$ cat config.mk
export PLATFORM = sky130hd
export DESIGN_NAME = particle_wall_bounce_step_top
export DESIGN_NICKNAME = d
export VERILOG_FILES = /design/src/pwb_pkg.sv /design/src/pwb_div.sv /design/src/particle_wall_bounce_step_top.sv
export SDC_FILE = /design/constraint.sdc
export NUM_CORES = 2
export LEC_CHECK = 0
export CAP_MARGIN = 30
export CORE_MARGIN = 5
export CORE_UTILIZATION = 66
export CTS_CLUSTER_DIAMETER = 200
export DETAILED_ROUTE_END_ITERATION = 10
export DONT_BUFFER_PORTS = 1
export PLACE_DENSITY_LB_ADDON = 0.12
export SYNTH_ARGS = -nofsm -noshare
export SYNTH_HDL_FRONTEND = slang
export SYNTH_SLANG_ARGS = --single-unit
export TNS_END_PERCENT = 30
$ cat constraint.sdc
create_clock -name clk -period 22.5 [get_ports clk]
set_clock_uncertainty 0.05 [all_clocks]
set_input_delay 1.125 -clock clk [delete_from_list [all_inputs] [get_ports clk]]
set_output_delay 1.125 -clock clk [all_outputs]
set_load 0.01 [all_outputs]
$ cat src/pwb_pkg.sv
// Package for the particle wall bounce step block.
// Holds the item structs, register codes, sequencer states and shared helpers.
// No dependencies.
package pwb_pkg;

    localparam int POS_W      = 20;
    localparam int VEL_W      = 16;
    localparam int TIME_W     = 16;
    localparam int CNT_OUT_W  = 4;
    localparam int FIELD_W    = 12;
    localparam int FRAC_POS   = 8;
    localparam int PROD_SHIFT = 14;
    localparam int DIVIDEND_W = POS_W + PROD_SHIFT;
    localparam int CFG_IDX_W  = 4;

    localparam int MAX_BOUNCES_DEFAULT = 8;
    localparam int BOUNCE_SAT          = 15;

    localparam logic [FIELD_W-1:0] FIELD_WIDTH_RESET  = 12'd1280;
    localparam logic [FIELD_W-1:0] FIELD_HEIGHT_RESET = 12'd720;

    localparam logic [CFG_IDX_W-1:0] REG_FIELD_WIDTH  = 4'd0;
    localparam logic [CFG_IDX_W-1:0] REG_FIELD_HEIGHT = 4'd1;

    typedef struct packed {
        logic        [POS_W-1:0]  pos_x;
        logic        [POS_W-1:0]  pos_y;
        logic signed [VEL_W-1:0]  vel_x;
        logic signed [VEL_W-1:0]  vel_y;
        logic        [TIME_W-1:0] step_time;
    } in_item_t;

    typedef struct packed {
        logic        [POS_W-1:0]     new_pos_x;
        logic        [POS_W-1:0]     new_pos_y;
        logic signed [VEL_W-1:0]     new_vel_x;
        logic signed [VEL_W-1:0]     new_vel_y;
        logic        [CNT_OUT_W-1:0] bounce_count;
    } out_item_t;

    typedef enum logic [3:0] {
        ST_IDLE,
        ST_LOOP,
        ST_MUL,
        ST_TEST,
        ST_DIV,
        ST_DECIDE,
        ST_MMUL,
        ST_MAPPLY,
        ST_UPDATE,
        ST_DONE
    } state_t;

    function automatic logic signed [VEL_W-1:0] neg_sat(input logic signed [VEL_W-1:0] v);
        logic signed [VEL_W-1:0] r;
        if (v == {1'b1, {(VEL_W-1){1'b0}}})
            r = {1'b0, {(VEL_W-1){1'b1}}};
        else
            r = -v;
        return r;
    endfunction

endpackage

$ cat src/pwb_div.sv
// Iterative restoring divider, one quotient bit per cycle.
// Produces a TIME_W-bit quotient of a DIVIDEND_W-bit dividend by a VEL_W-bit divisor.
// Depends on pwb_pkg.
module pwb_div
    import pwb_pkg::*;
(
    input  logic                  clk,
    input  logic                  rst_n,
    input  logic                  start,
    input  logic [DIVIDEND_W-1:0] dividend,
    input  logic [VEL_W-1:0]      divisor,
    output logic [TIME_W-1:0]     quotient,
    output logic                  done
);

    localparam int DSH_W = VEL_W + TIME_W - 1;
    localparam int STEP_W = $clog2(TIME_W);

    logic                  busy_reg, busy_next;
    logic                  done_reg, done_next;
    logic [STEP_W-1:0]     step_reg, step_next;
    logic [DIVIDEND_W-1:0] rem_reg, rem_next;
    logic [DSH_W-1:0]      dsh_reg, dsh_next;
    logic [TIME_W-1:0]     q_reg, q_next;
    logic [DIVIDEND_W-1:0] dsh_ext;

    assign dsh_ext = DIVIDEND_W'(dsh_reg);

    always_comb
    begin
        busy_next = busy_reg;
        done_next = 1'b0;
        step_next = step_reg;
        rem_next  = rem_reg;
        dsh_next  = dsh_reg;
        q_next    = q_reg;
        if (start)
        begin
            busy_next = 1'b1;
            step_next = '0;
            rem_next  = dividend;
            dsh_next  = {divisor, {(TIME_W-1){1'b0}}};
        end
        else if (busy_reg)
        begin
            if (rem_reg >= dsh_ext)
            begin
                rem_next = rem_reg - dsh_ext;
                q_next   = {q_reg[TIME_W-2:0], 1'b1};
            end
            else
            begin
                q_next = {q_reg[TIME_W-2:0], 1'b0};
            end
            dsh_next  = dsh_reg >> 1;
            step_next = step_reg + 1'b1;
            if (step_reg == STEP_W'(TIME_W - 1))
            begin
                busy_next = 1'b0;
                done_next = 1'b1;
            end
        end
    end

    always_ff @(posedge clk or negedge rst_n)
    begin
        if (!rst_n)
        begin
            busy_reg <= 1'b0;
            done_reg <= 1'b0;
            step_reg <= '0;
        end
        else
        begin
            busy_reg <= busy_next;
            done_reg <= done_next;
            step_reg <= step_next;
        end
    end

    always_ff @(posedge clk)
    begin
        rem_reg <= rem_next;
        dsh_reg <= dsh_next;
        q_reg   <= q_next;
    end

    assign quotient = q_reg;
    assign done     = done_reg;

endmodule

$ cat src/particle_wall_bounce_step_top.sv
// Top level of the particle wall bounce step block: sequencer, shared multiplier,
// field registers and result register. Depends on pwb_pkg and pwb_div.
//
//   channel | signals                              | direction
//   in      | in_valid, in_stall, in_data          | item in, transfer when valid & !stall
//   out     | out_valid, out_stall, out_data       | result out, transfer when valid & !stall
//   cfg     | cfg_valid, cfg_ready, cfg_index/data | register write, valid & ready
//
// An item runs loop iterations until its time is used up or MAX_BOUNCES bounces are counted;
// each iteration runs the bit-serial divider for every axis that hits, and the single multiplier
// serves both axes in turn; a step with no wall impact runs one iteration.
// Reset loads the field registers with 1280 x 720 and empties the result register.
// in_stall is high while an item is in work; a stalled result waits in its register.
module particle_wall_bounce_step_top
    import pwb_pkg::*;
#(
    parameter int MAX_BOUNCES = MAX_BOUNCES_DEFAULT
)
(
    input  logic                 clk,
    input  logic                 rst_n,
    input  logic                 in_valid,
    output logic                 in_stall,
    input  in_item_t             in_data,
    output logic                 out_valid,
    input  logic                 out_stall,
    output out_item_t            out_data,
    input  logic                 cfg_valid,
    output logic                 cfg_ready,
    input  logic [CFG_IDX_W-1:0] cfg_index,
    input  logic [FIELD_W-1:0]   cfg_data
);

    localparam int CNT_W = $clog2(MAX_BOUNCES + 1);

    state_t                  state_reg, state_next;
    logic [FIELD_W-1:0]      fw_reg, fw_next;
    logic [FIELD_W-1:0]      fh_reg, fh_next;
    logic [CNT_W-1:0]        cnt_reg, cnt_next;
    logic                    axis_reg, axis_next;
    logic                    out_valid_reg, out_valid_next;
    out_item_t               out_data_reg, out_data_next;

    logic        [POS_W-1:0]  p_reg [2];
    logic        [POS_W-1:0]  p_next [2];
    logic signed [VEL_W-1:0]  v_reg [2];
    logic signed [VEL_W-1:0]  v_next [2];
    logic        [TIME_W-1:0] ht_reg [2];
    logic        [TIME_W-1:0] ht_next [2];
    logic                     hit_reg [2];
    logic                     hit_next [2];
    logic        [TIME_W-1:0] t_reg, t_next;
    logic        [TIME_W-1:0] nt_reg, nt_next;
    logic signed [31:0]       prod_reg, prod_next;

    logic        [POS_W-1:0]      lim [2];
    logic                         land [2];
    logic signed [VEL_W-1:0]      v_sel;
    logic        [POS_W-1:0]      p_sel;
    logic        [POS_W-1:0]      lim_sel;
    logic        [TIME_W-1:0]     mul_time;
    logic signed [32:0]           prod_full;
    logic signed [35:0]           end_pos;
    logic signed [35:0]           wall_end;
    logic                         hit_sel;
    logic        [POS_W-1:0]      gap_dist;
    logic        [VEL_W-1:0]      speed;
    logic                         div_start;
    logic        [TIME_W-1:0]     div_q;
    logic                         div_done;
    logic        [TIME_W-1:0]     ht_div;
    logic signed [32:0]           rnd_sum;
    logic signed [18:0]           disp;
    logic signed [21:0]           pos_sum;
    logic        [POS_W-1:0]      pos_clamped;
    logic        [POS_W-1:0]      in_px, in_py;

    assign lim[0] = {fw_reg, {FRAC_POS{1'b0}}};
    assign lim[1] = {fh_reg, {FRAC_POS{1'b0}}};

    assign v_sel    = v_reg[axis_reg];
    assign p_sel    = p_reg[axis_reg];
    assign lim_sel  = lim[axis_reg];
    assign mul_time = (state_reg == ST_MMUL) ? nt_reg : t_reg;

    assign prod_full = v_sel * $signed({1'b0, mul_time});
    assign prod_next = prod_full[31:0];

    assign end_pos  = $signed({2'b00, p_sel, {PROD_SHIFT{1'b0}}}) + 36'(prod_reg);
    assign wall_end = $signed({2'b00, lim_sel, {PROD_SHIFT{1'b0}}});
    assign hit_sel  = (v_sel[VEL_W-1] && (end_pos <= 36'sd0))
                   || (!v_sel[VEL_W-1] && (v_sel != '0) && (end_pos >= wall_end));
    assign gap_dist = v_sel[VEL_W-1] ? p_sel : (lim_sel - p_sel);
    assign speed    = v_sel[VEL_W-1] ? (~v_sel + 16'd1) : v_sel;
    assign ht_div   = (div_q > t_reg) ? t_reg : div_q;

    assign rnd_sum = 33'(prod_reg) + 33'sd8192;
    assign disp    = rnd_sum[32:14];
    assign pos_sum = $signed({2'b00, p_sel}) + 22'(disp);

    always_comb
    begin
        if (pos_sum[21])
            pos_clamped = '0;
        else if (pos_sum[20:0] > {1'b0, lim_sel})
            pos_clamped = lim_sel;
        else
            pos_clamped = pos_sum[19:0];
    end

    assign land[0] = hit_reg[0] && (ht_reg[0] == nt_reg);
    assign land[1] = hit_reg[1] && (ht_reg[1] == nt_reg);

    assign in_px = (in_data.pos_x > lim[0]) ? lim[0] : in_data.pos_x;
    assign in_py = (in_data.pos_y > lim[1]) ? lim[1] : in_data.pos_y;

    pwb_div u_div
    (
        .clk      (clk),
        .rst_n    (rst_n),
        .start    (div_start),
        .dividend ({gap_dist, {PROD_SHIFT{1'b0}}}),
        .divisor  (speed),
        .quotient (div_q),
        .done     (div_done)
    );

    always_comb
    begin
        fw_next = fw_reg;
        fh_next = fh_reg;
        if (cfg_valid)
        begin
            unique case (cfg_index)
                REG_FIELD_WIDTH:  fw_next = cfg_data;
                REG_FIELD_HEIGHT: fh_next = cfg_data;
                default:          ;
            endcase
        end
    end

    always_comb
    begin
        state_next     = state_reg;
        cnt_next       = cnt_reg;
        axis_next      = axis_reg;
        t_next         = t_reg;
        nt_next        = nt_reg;
        p_next         = p_reg;
        v_next         = v_reg;
        ht_next        = ht_reg;
        hit_next       = hit_reg;
        div_start      = 1'b0;
        out_valid_next = out_valid_reg && out_stall;
        out_data_next  = out_data_reg;

        unique case (state_reg)
            ST_IDLE:
            begin
                if (in_valid)
                begin
                    p_next[0]  = in_px;
                    p_next[1]  = in_py;
                    v_next[0]  = in_data.vel_x;
                    v_next[1]  = in_data.vel_y;
                    t_next     = in_data.step_time;
                    cnt_next   = '0;
                    state_next = ST_LOOP;
                end
            end
            ST_LOOP:
            begin
                axis_next = 1'b0;
                if ((t_reg == '0) || (cnt_reg == CNT_W'(MAX_BOUNCES)))
                    state_next = ST_DONE;
                else
                    state_next = ST_MUL;
            end
            ST_MUL:
            begin
                state_next = ST_TEST;
            end
            ST_TEST:
            begin
                hit_next[axis_reg] = hit_sel;
                if (hit_sel)
                begin
                    div_start  = 1'b1;
                    state_next = ST_DIV;
                end
                else
                begin
                    ht_next[axis_reg] = t_reg;
                    axis_next         = 1'b1;
                    state_next        = axis_reg ? ST_DECIDE : ST_MUL;
                end
            end
            ST_DIV:
            begin
                if (div_done)
                begin
                    ht_next[axis_reg] = ht_div;
                    axis_next         = 1'b1;
                    state_next        = axis_reg ? ST_DECIDE : ST_MUL;
                end
            end
            ST_DECIDE:
            begin
                nt_next    = (ht_reg[0] < ht_reg[1]) ? ht_reg[0] : ht_reg[1];
                axis_next  = 1'b0;
                state_next = ST_MMUL;
            end
            ST_MMUL:
            begin
                state_next = ST_MAPPLY;
            end
            ST_MAPPLY:
            begin
                if (land[axis_reg])
                    p_next[axis_reg] = v_sel[VEL_W-1] ? '0 : lim_sel;
                else
                    p_next[axis_reg] = pos_clamped;
                axis_next  = 1'b1;
                state_next = axis_reg ? ST_UPDATE : ST_MMUL;
            end
            ST_UPDATE:
            begin
                if (!hit_reg[0] && !hit_reg[1])
                begin
                    t_next = '0;
                end
                else
                begin
                    if (land[0])
                        v_next[0] = neg_sat(v_reg[0]);
                    if (land[1])
                        v_next[1] = neg_sat(v_reg[1]);
                    t_next   = t_reg - nt_reg;
                    cnt_next = cnt_reg + 1'b1;
                end
                state_next = ST_LOOP;
            end
            ST_DONE:
            begin
                if (!out_valid_reg || !out_stall)
                begin
                    out_valid_next             = 1'b1;
                    out_data_next.new_pos_x    = p_reg[0];
                    out_data_next.new_pos_y    = p_reg[1];
                    out_data_next.new_vel_x    = v_reg[0];
                    out_data_next.new_vel_y    = v_reg[1];
                    out_data_next.bounce_count = (32'(cnt_reg) > 32'(BOUNCE_SAT))
                                               ? CNT_OUT_W'(BOUNCE_SAT)
                                               : CNT_OUT_W'(cnt_reg);
                    state_next                 = ST_IDLE;
                end
            end
            default:
            begin
                state_next = ST_IDLE;
            end
        endcase
    end

    always_ff @(posedge clk or negedge rst_n)
    begin
        if (!rst_n)
        begin
            state_reg     <= ST_IDLE;
            fw_reg        <= FIELD_WIDTH_RESET;
            fh_reg        <= FIELD_HEIGHT_RESET;
            cnt_reg       <= '0;
            axis_reg      <= 1'b0;
            out_valid_reg <= 1'b0;
        end
        else
        begin
            state_reg     <= state_next;
            fw_reg        <= fw_next;
            fh_reg        <= fh_next;
            cnt_reg       <= cnt_next;
            axis_reg      <= axis_next;
            out_valid_reg <= out_valid_next;
        end
    end

    always_ff @(posedge clk)
    begin
        p_reg        <= p_next;
        v_reg        <= v_next;
        ht_reg       <= ht_next;
        hit_reg      <= hit_next;
        t_reg        <= t_next;
        nt_reg       <= nt_next;
        prod_reg     <= prod_next;
        out_data_reg <= out_data_next;
    end

    assign in_stall  = (state_reg != ST_IDLE);
    assign out_valid = out_valid_reg;
    assign out_data  = out_data_reg;
    assign cfg_ready = 1'b1;

endmodule
---- Word-level counts from Yosys, hierarchy flattened ----
Cells that the tools add are included.
Widths: inputs -> output; s select.
storage, ports and cells
  bits in registers ....................... 367
operators by class
  $add $sub $neg .......................... 11
  $mul .................................... 1
  $lt $le $gt $ge ......................... 10
  equality and inequality tests ........... 23
  multiplexer cells ....................... 81
  bitwise logic cells ..................... 3
  reductions and logical operators ........ 42
operator list
  operator                count
  $mux 20                 13
  $mux 16                 14
  $mux 32                 4
  $pmux 32 s2             2
  $mux 34                 3
  $bwmux 40               2
  $mux 40                 2
  $pmux 40 s2             1
  $bwmux 32               2
  $mux 31                 2
  $gt 20x20->1            2
  $pmux 4 s10             1
  $add 35x32->36          1
  $ge 36x35->1            1
  $le 36x1->1 const B     1
  $mux 4                  9
  $ge 34x31->1            1
  $sub 34x31->34          1
  $add 32x15->33 const B  1
  $eq 16x16->1            2
  $eq 16x16->1 const B    2
  $mul 16x17->32          1
  $neg 16->16             2
  $pmux 16 s2             1
  other kinds (39)        100

---- Longest topological paths before layout ----
  depth in word-level cells ............... 12
  depth in mapped cells ................... 32

---- Hierarchy ----
From an unflattened synthesis, not the netlist that was laid out.
second synthesis, totals
  cells, all modules ...................... 3565
  area, all modules ....................... 33151.8 um^2
modules (own cells, without submodules)
  module                         times used  cells each  area an instance (um^2)
  particle_wall_bounce_step_top  1           2965        27547.7
  pwb_div                        1           600         5604.1

---- Worst setup path before layout ----
No wires, ideal clock.
  kind .................................... reg-to-reg
  start ................................... register axis_reg
  end ..................................... register prod_reg[30]
  setup time .............................. 72 ps
  arrival ................................. 8135 ps
  data required time ...................... 22378 ps
  path slack .............................. 14243 ps
  stages on the path, launching flop included .. 32
  buffers on the path ..................... 8
  cells stage by stage .................... dfrtp_1 clkbuf_1 buf_2 buf_2 buf_2 buf_2 buf_2 buf_1 mux2_2 clkbuf_1 nand2_1 fa_1 fa_1 fa_1 fa_1 inv_1 fa_1 inv_1 fa_1 inv_1 ha_1 nand2_1 nor2_1 a22o_1 a311oi_1 o41ai_1 a31oi_1 nor2_1 or4_1 a31o_2 a21oi_1 xnor2_1
between the ends
  longest elaborated chain between the ends .. 5
ends and longest elaborated chain
  what                                        line                                  RTL
  start, declared                             particle_wall_bounce_step_top.sv:40   logic axis_reg, axis_next;
  start signal, assigned                      particle_wall_bounce_step_top.sv:282  axis_reg <= axis_next;
  $not 1->2 (implied by the code)             particle_wall_bounce_step_top.sv:81   assign v_sel = v_reg[axis_reg];
  $mux 16 (implied by the code) (3 in a row)  particle_wall_bounce_step_top.sv:81
  $mul 16x17->32                              particle_wall_bounce_step_top.sv:86   assign prod_full = v_sel * $signed({1'b0, mul_time});
  net prod_full[30]                           particle_wall_bounce_step_top.sv:62   logic signed [32:0] prod_full;
  end signal, assigned                        particle_wall_bounce_step_top.sv:295  prod_reg <= prod_next;
  end, declared                               particle_wall_bounce_step_top.sv:54   logic signed [31:0] prod_reg, prod_next;
The timed path passes the listed nets, and every way through them passes these cells. The select of a mux whose other input is x is not followed.
A chain may end at the register's enable or synchronous reset.

---- Worst setup path after layout ----
  start ................................... register state_reg[2]
  end ..................................... register prod_reg[31]
between the ends
  longest elaborated chain between the ends .. 3
ends and longest elaborated chain
  what                    line                                  RTL
  start, declared         particle_wall_bounce_step_top.sv:36   state_t state_reg, state_next;
  start signal, assigned  particle_wall_bounce_step_top.sv:278  state_reg <= state_next;
  $eq 4x3->1              particle_wall_bounce_step_top.sv:84   assign mul_time = (state_reg == ST_MMUL) ? nt_reg : t_reg;
  $mux 16                 particle_wall_bounce_step_top.sv:84
  $mul 16x17->32          particle_wall_bounce_step_top.sv:86
  net prod_full[31]       particle_wall_bounce_step_top.sv:62
The timed path passes the listed nets, and every way through them passes these cells.

==> flow_metrics.tcl <==
set metrics [dict create \
    port_buffers 0 \
    finalNetCount 3947 \
    ys_ff_latch 367 \
    slew_headroom 0.286 \
    rrSetupSlack_ps 13670 \
    crit_slowest_cell "a21oi_1" \
    arrival_ps 9270 \
    start_util 0.668 \
    seq_area_um2 10200 \
    syn_avg_cell_area_um2 9.52 \
    async_reset_ff_frac 0.109 \
    clock_sinks 367 \
    antenna_found_initial 2 \
    ant_nets 0 \
    ctsHoldBuffers 0 \
    drive_gt1_frac 0.0605 \
    synthXorXnorAreaFrac 0.0578 \
    ys.flop_type "edfxtp_1" \
    max_stage_delay_ps 800 \
    endpoint_kind "flop" \
    required_ps 22940 \
    drc 0 \
    area_growth_pct 6.52 \
    vias 25800 \
    layout.cells.most_common "inv_1" \
    dp_hpwl_mm 77.9 \
    rr_worst_depth 28 \
    timing.hold.ws_ps 176 \
    dieArea_um2 52900 \
    cts_resized 0 \
    first_iter_violations 2650 \
    maxSlewViolCount 0 \
    grt_max_degree 77 \
    startpoint_type "flop" \
    die_h_um 230 \
    criticalPathCategory "flop to flop" \
    first_global_vias 25800 \
    die_width_um 230 \
    final_cell_mix "420 x inv_1, 344 x nand2_1, 303 x ha_1, 296 x nor2_1, 266 x edfxtp_1" \
    cts_root_buf "clkbuf_16" \
    finalSetupTns_ps 0 \
    htree_num_levels 2 \
    wirelength_mm 97.9 \
    grt_pass1_wl_mm 150 \
    setup_violations 0 \
    timing.rr.start "state_reg[2]$_DFFE_PN0P_" \
    ioPinCount 188 \
    worstReg2RegEnd "prod_reg[31]$_DFF_P_" \
    netlist_area_um2 32000 \
    fmax_mhz 113 \
    yosysWarnings 0 \
    final-hold-violation-count 0 \
    row_count 80 \
    synth-adder-area-share 0.243 \
    synthMuxAreaShare 0.0430 \
    synth_top_family_by_area "adder cells" \
    clock_latency_ps 590 \
    outcome "finished clean" \
    grt_overflow 0 \
    syn_inst 3357 \
    clk_pin_slew_worst_paths_ps 60 \
    yosys.area_share.simple 0.136 \
    path_max_fanout 47 \
    cts_setup_buffers 0 \
    rsz0062_at_grt "false" \
    largest_reg_flops 76 \
    syn-num-nets 3967 \
    dr.pass1.iters 6 \
    post_drt_wl_per_cell_um 24.5 \
    fin_crit_sh 0.392 \
    placed_area_um2 32600 \
    final_cell_area_um2 34000 \
    clock_path_buffers 3 \
    drv_cap 0 \
    min_period_ps 8830 \
    synth_edf_count 266 \
    cts-buffers-inserted 41 \
    vias_per_cell 6.47 \
    synthDistinctLibCells 82 \
    worstHoldPathType "input port to asynchronous set/reset pin" \
    synth_compound_area_frac 0.137 \
    place_congestion 1.03 \
    cts_tree "done" \
    num-fill-cells 3602 \
    tightest_slew_ps 1060 \
    grt.total_usage 0.365 \
    seq_area_frac_synth 0.320 \
    core_area_um2 47800 \
    multi_input_area_um2 19700 \
]
## cells by family (layout without fill, tap and decap cells)
kind of cell / after synthesis / count (layout)
other: 1 / 2
and+or+nand+nor: 958 / 958
muxes: 131 / 131
AOI/OAI and AO/OA: 657 / 657
buffers and inverters: 531 / 544
xor gates and xnor gates: 211 / 211
adders and majority gates: 501 / 501
DFF: 367 / 367
## cell usage after synthesis, types with 7 or more instances
| master | n | area, um2 |
|---|---|---|
| a21o_1 | 97 | 728 |
| mux2i_1 | 80 | 801 |
| nand2_1 | 345 | 1290 |
| a21boi_0 | 7 | 52.6 |
| nor2b_1 | 24 | 150 |
| a22oi_1 | 11 | 82.6 |
| nor2_1 | 296 | 1110 |
| and2_1 | 12 | 75.1 |
| fa_1 | 198 | 3960 |
| inv_1 | 420 | 1580 |
| xnor2_1 | 155 | 1360 |
| nand4_1 | 33 | 206 |
| or3_1 | 16 | 100 |
| a221o_1 | 9 | 90.1 |
| dfxtp_1 | 61 | 1220 |
| or2_2 | 8 | 50.1 |
| buf_2 | 10 | 50.1 |
| edfxtp_1 | 266 | 7990 |
| a31oi_1 | 16 | 100 |
| nand3_1 | 43 | 215 |
| nor4_1 | 29 | 181 |
| clkbuf_1 | 79 | 297 |
| o21bai_1 | 17 | 128 |
| o31ai_1 | 14 | 105 |
| a21oi_1 | 146 | 731 |
| and3_1 | 26 | 163 |
| ha_1 | 303 | 3790 |
| nand2b_1 | 33 | 206 |
| o21a_1 | 30 | 225 |
| o22ai_1 | 13 | 81.3 |
| buf_1 | 11 | 41.3 |
| or4_1 | 9 | 67.6 |
| o22a_1 | 33 | 289 |
| mux2_2 | 51 | 574 |
| o2111ai_1 | 7 | 61.3 |
| a211oi_1 | 17 | 128 |
| dfrtp_1 | 34 | 851 |
| nor3_1 | 58 | 290 |
| o211ai_1 | 16 | 120 |
| a22o_1 | 20 | 175 |
| xor2_1 | 56 | 490 |
| o21ai_0 | 145 | 726 |
## worst max path at each step
stage	from	endpoint	slack [ps]
finish	state_reg[2]$_DFFE_PN0P_	prod_reg[31]$_DFF_P_	13670
global route	state_reg[2]$_DFFE_PN0P_	prod_reg[30]$_DFF_P_	13230
CTS	state_reg[2]$_DFFE_PN0P_	prod_reg[30]$_DFF_P_	13840
detailed placement	state_reg[2]$_DFFE_PN0P_	prod_reg[30]$_DFF_P_	13910
global placement	state_reg[2]$_DFFE_PN0P_	prod_reg[30]$_DFF_P_	14050
floorplan	axis_reg$_DFFE_PN0P_	prod_reg[30]$_DFF_P_	14240
## per-layer routing
metal	share of wire	track usage	vias to the layer above
met1	0.40	0.494	12600
met2	0.45	0.579	1363
met3	0.10	0.0825	269
met5	0	0	-
met4	0.046	0.141	0
li1	-	-	11600
## critical path, delay by kind of cell, from the launching register on
| kind | cells | cell delay (ps) |
|---|---|---|
| flip-flops | 1 | 630 |
| buffers and inverters | 5 | 560 |
| adder cells (fa/ha/maj) | 7 | 3050 |
| AO/OA/AOI/OAI | 8 | 2830 |
| AND/OR/NAND/NOR | 7 | 1440 |
| XOR/XNOR | 1 | 150 |
## final cells by class
cell class / count / area share
Multi-Input combinational cell: 2459 / 0.579
Sequential cell: 367 / 0.300
Inverter: 422 / 0.0465
Clock buffer: 54 / 0.0340
Tap cell: 615 / 0.0226
Timing Repair Buffer: 46 / 0.0108
Clock inverter: 22 / 0.00618
Antenna cell: 1 / 0.0000735
## stage by stage
step                utilization  cells  worst slack [ps]
floorplan                     -   3357             14240
finish                    0.711   3986             13670
global route              0.711   3985             13230
detailed placement        0.682   3907             13910
CTS                       0.710   3983             13840
global placement          0.681   3904             14050
Power is not shown: default switching activity piles up to over one toggle a cycle in this logic, so the estimate is an artifact.
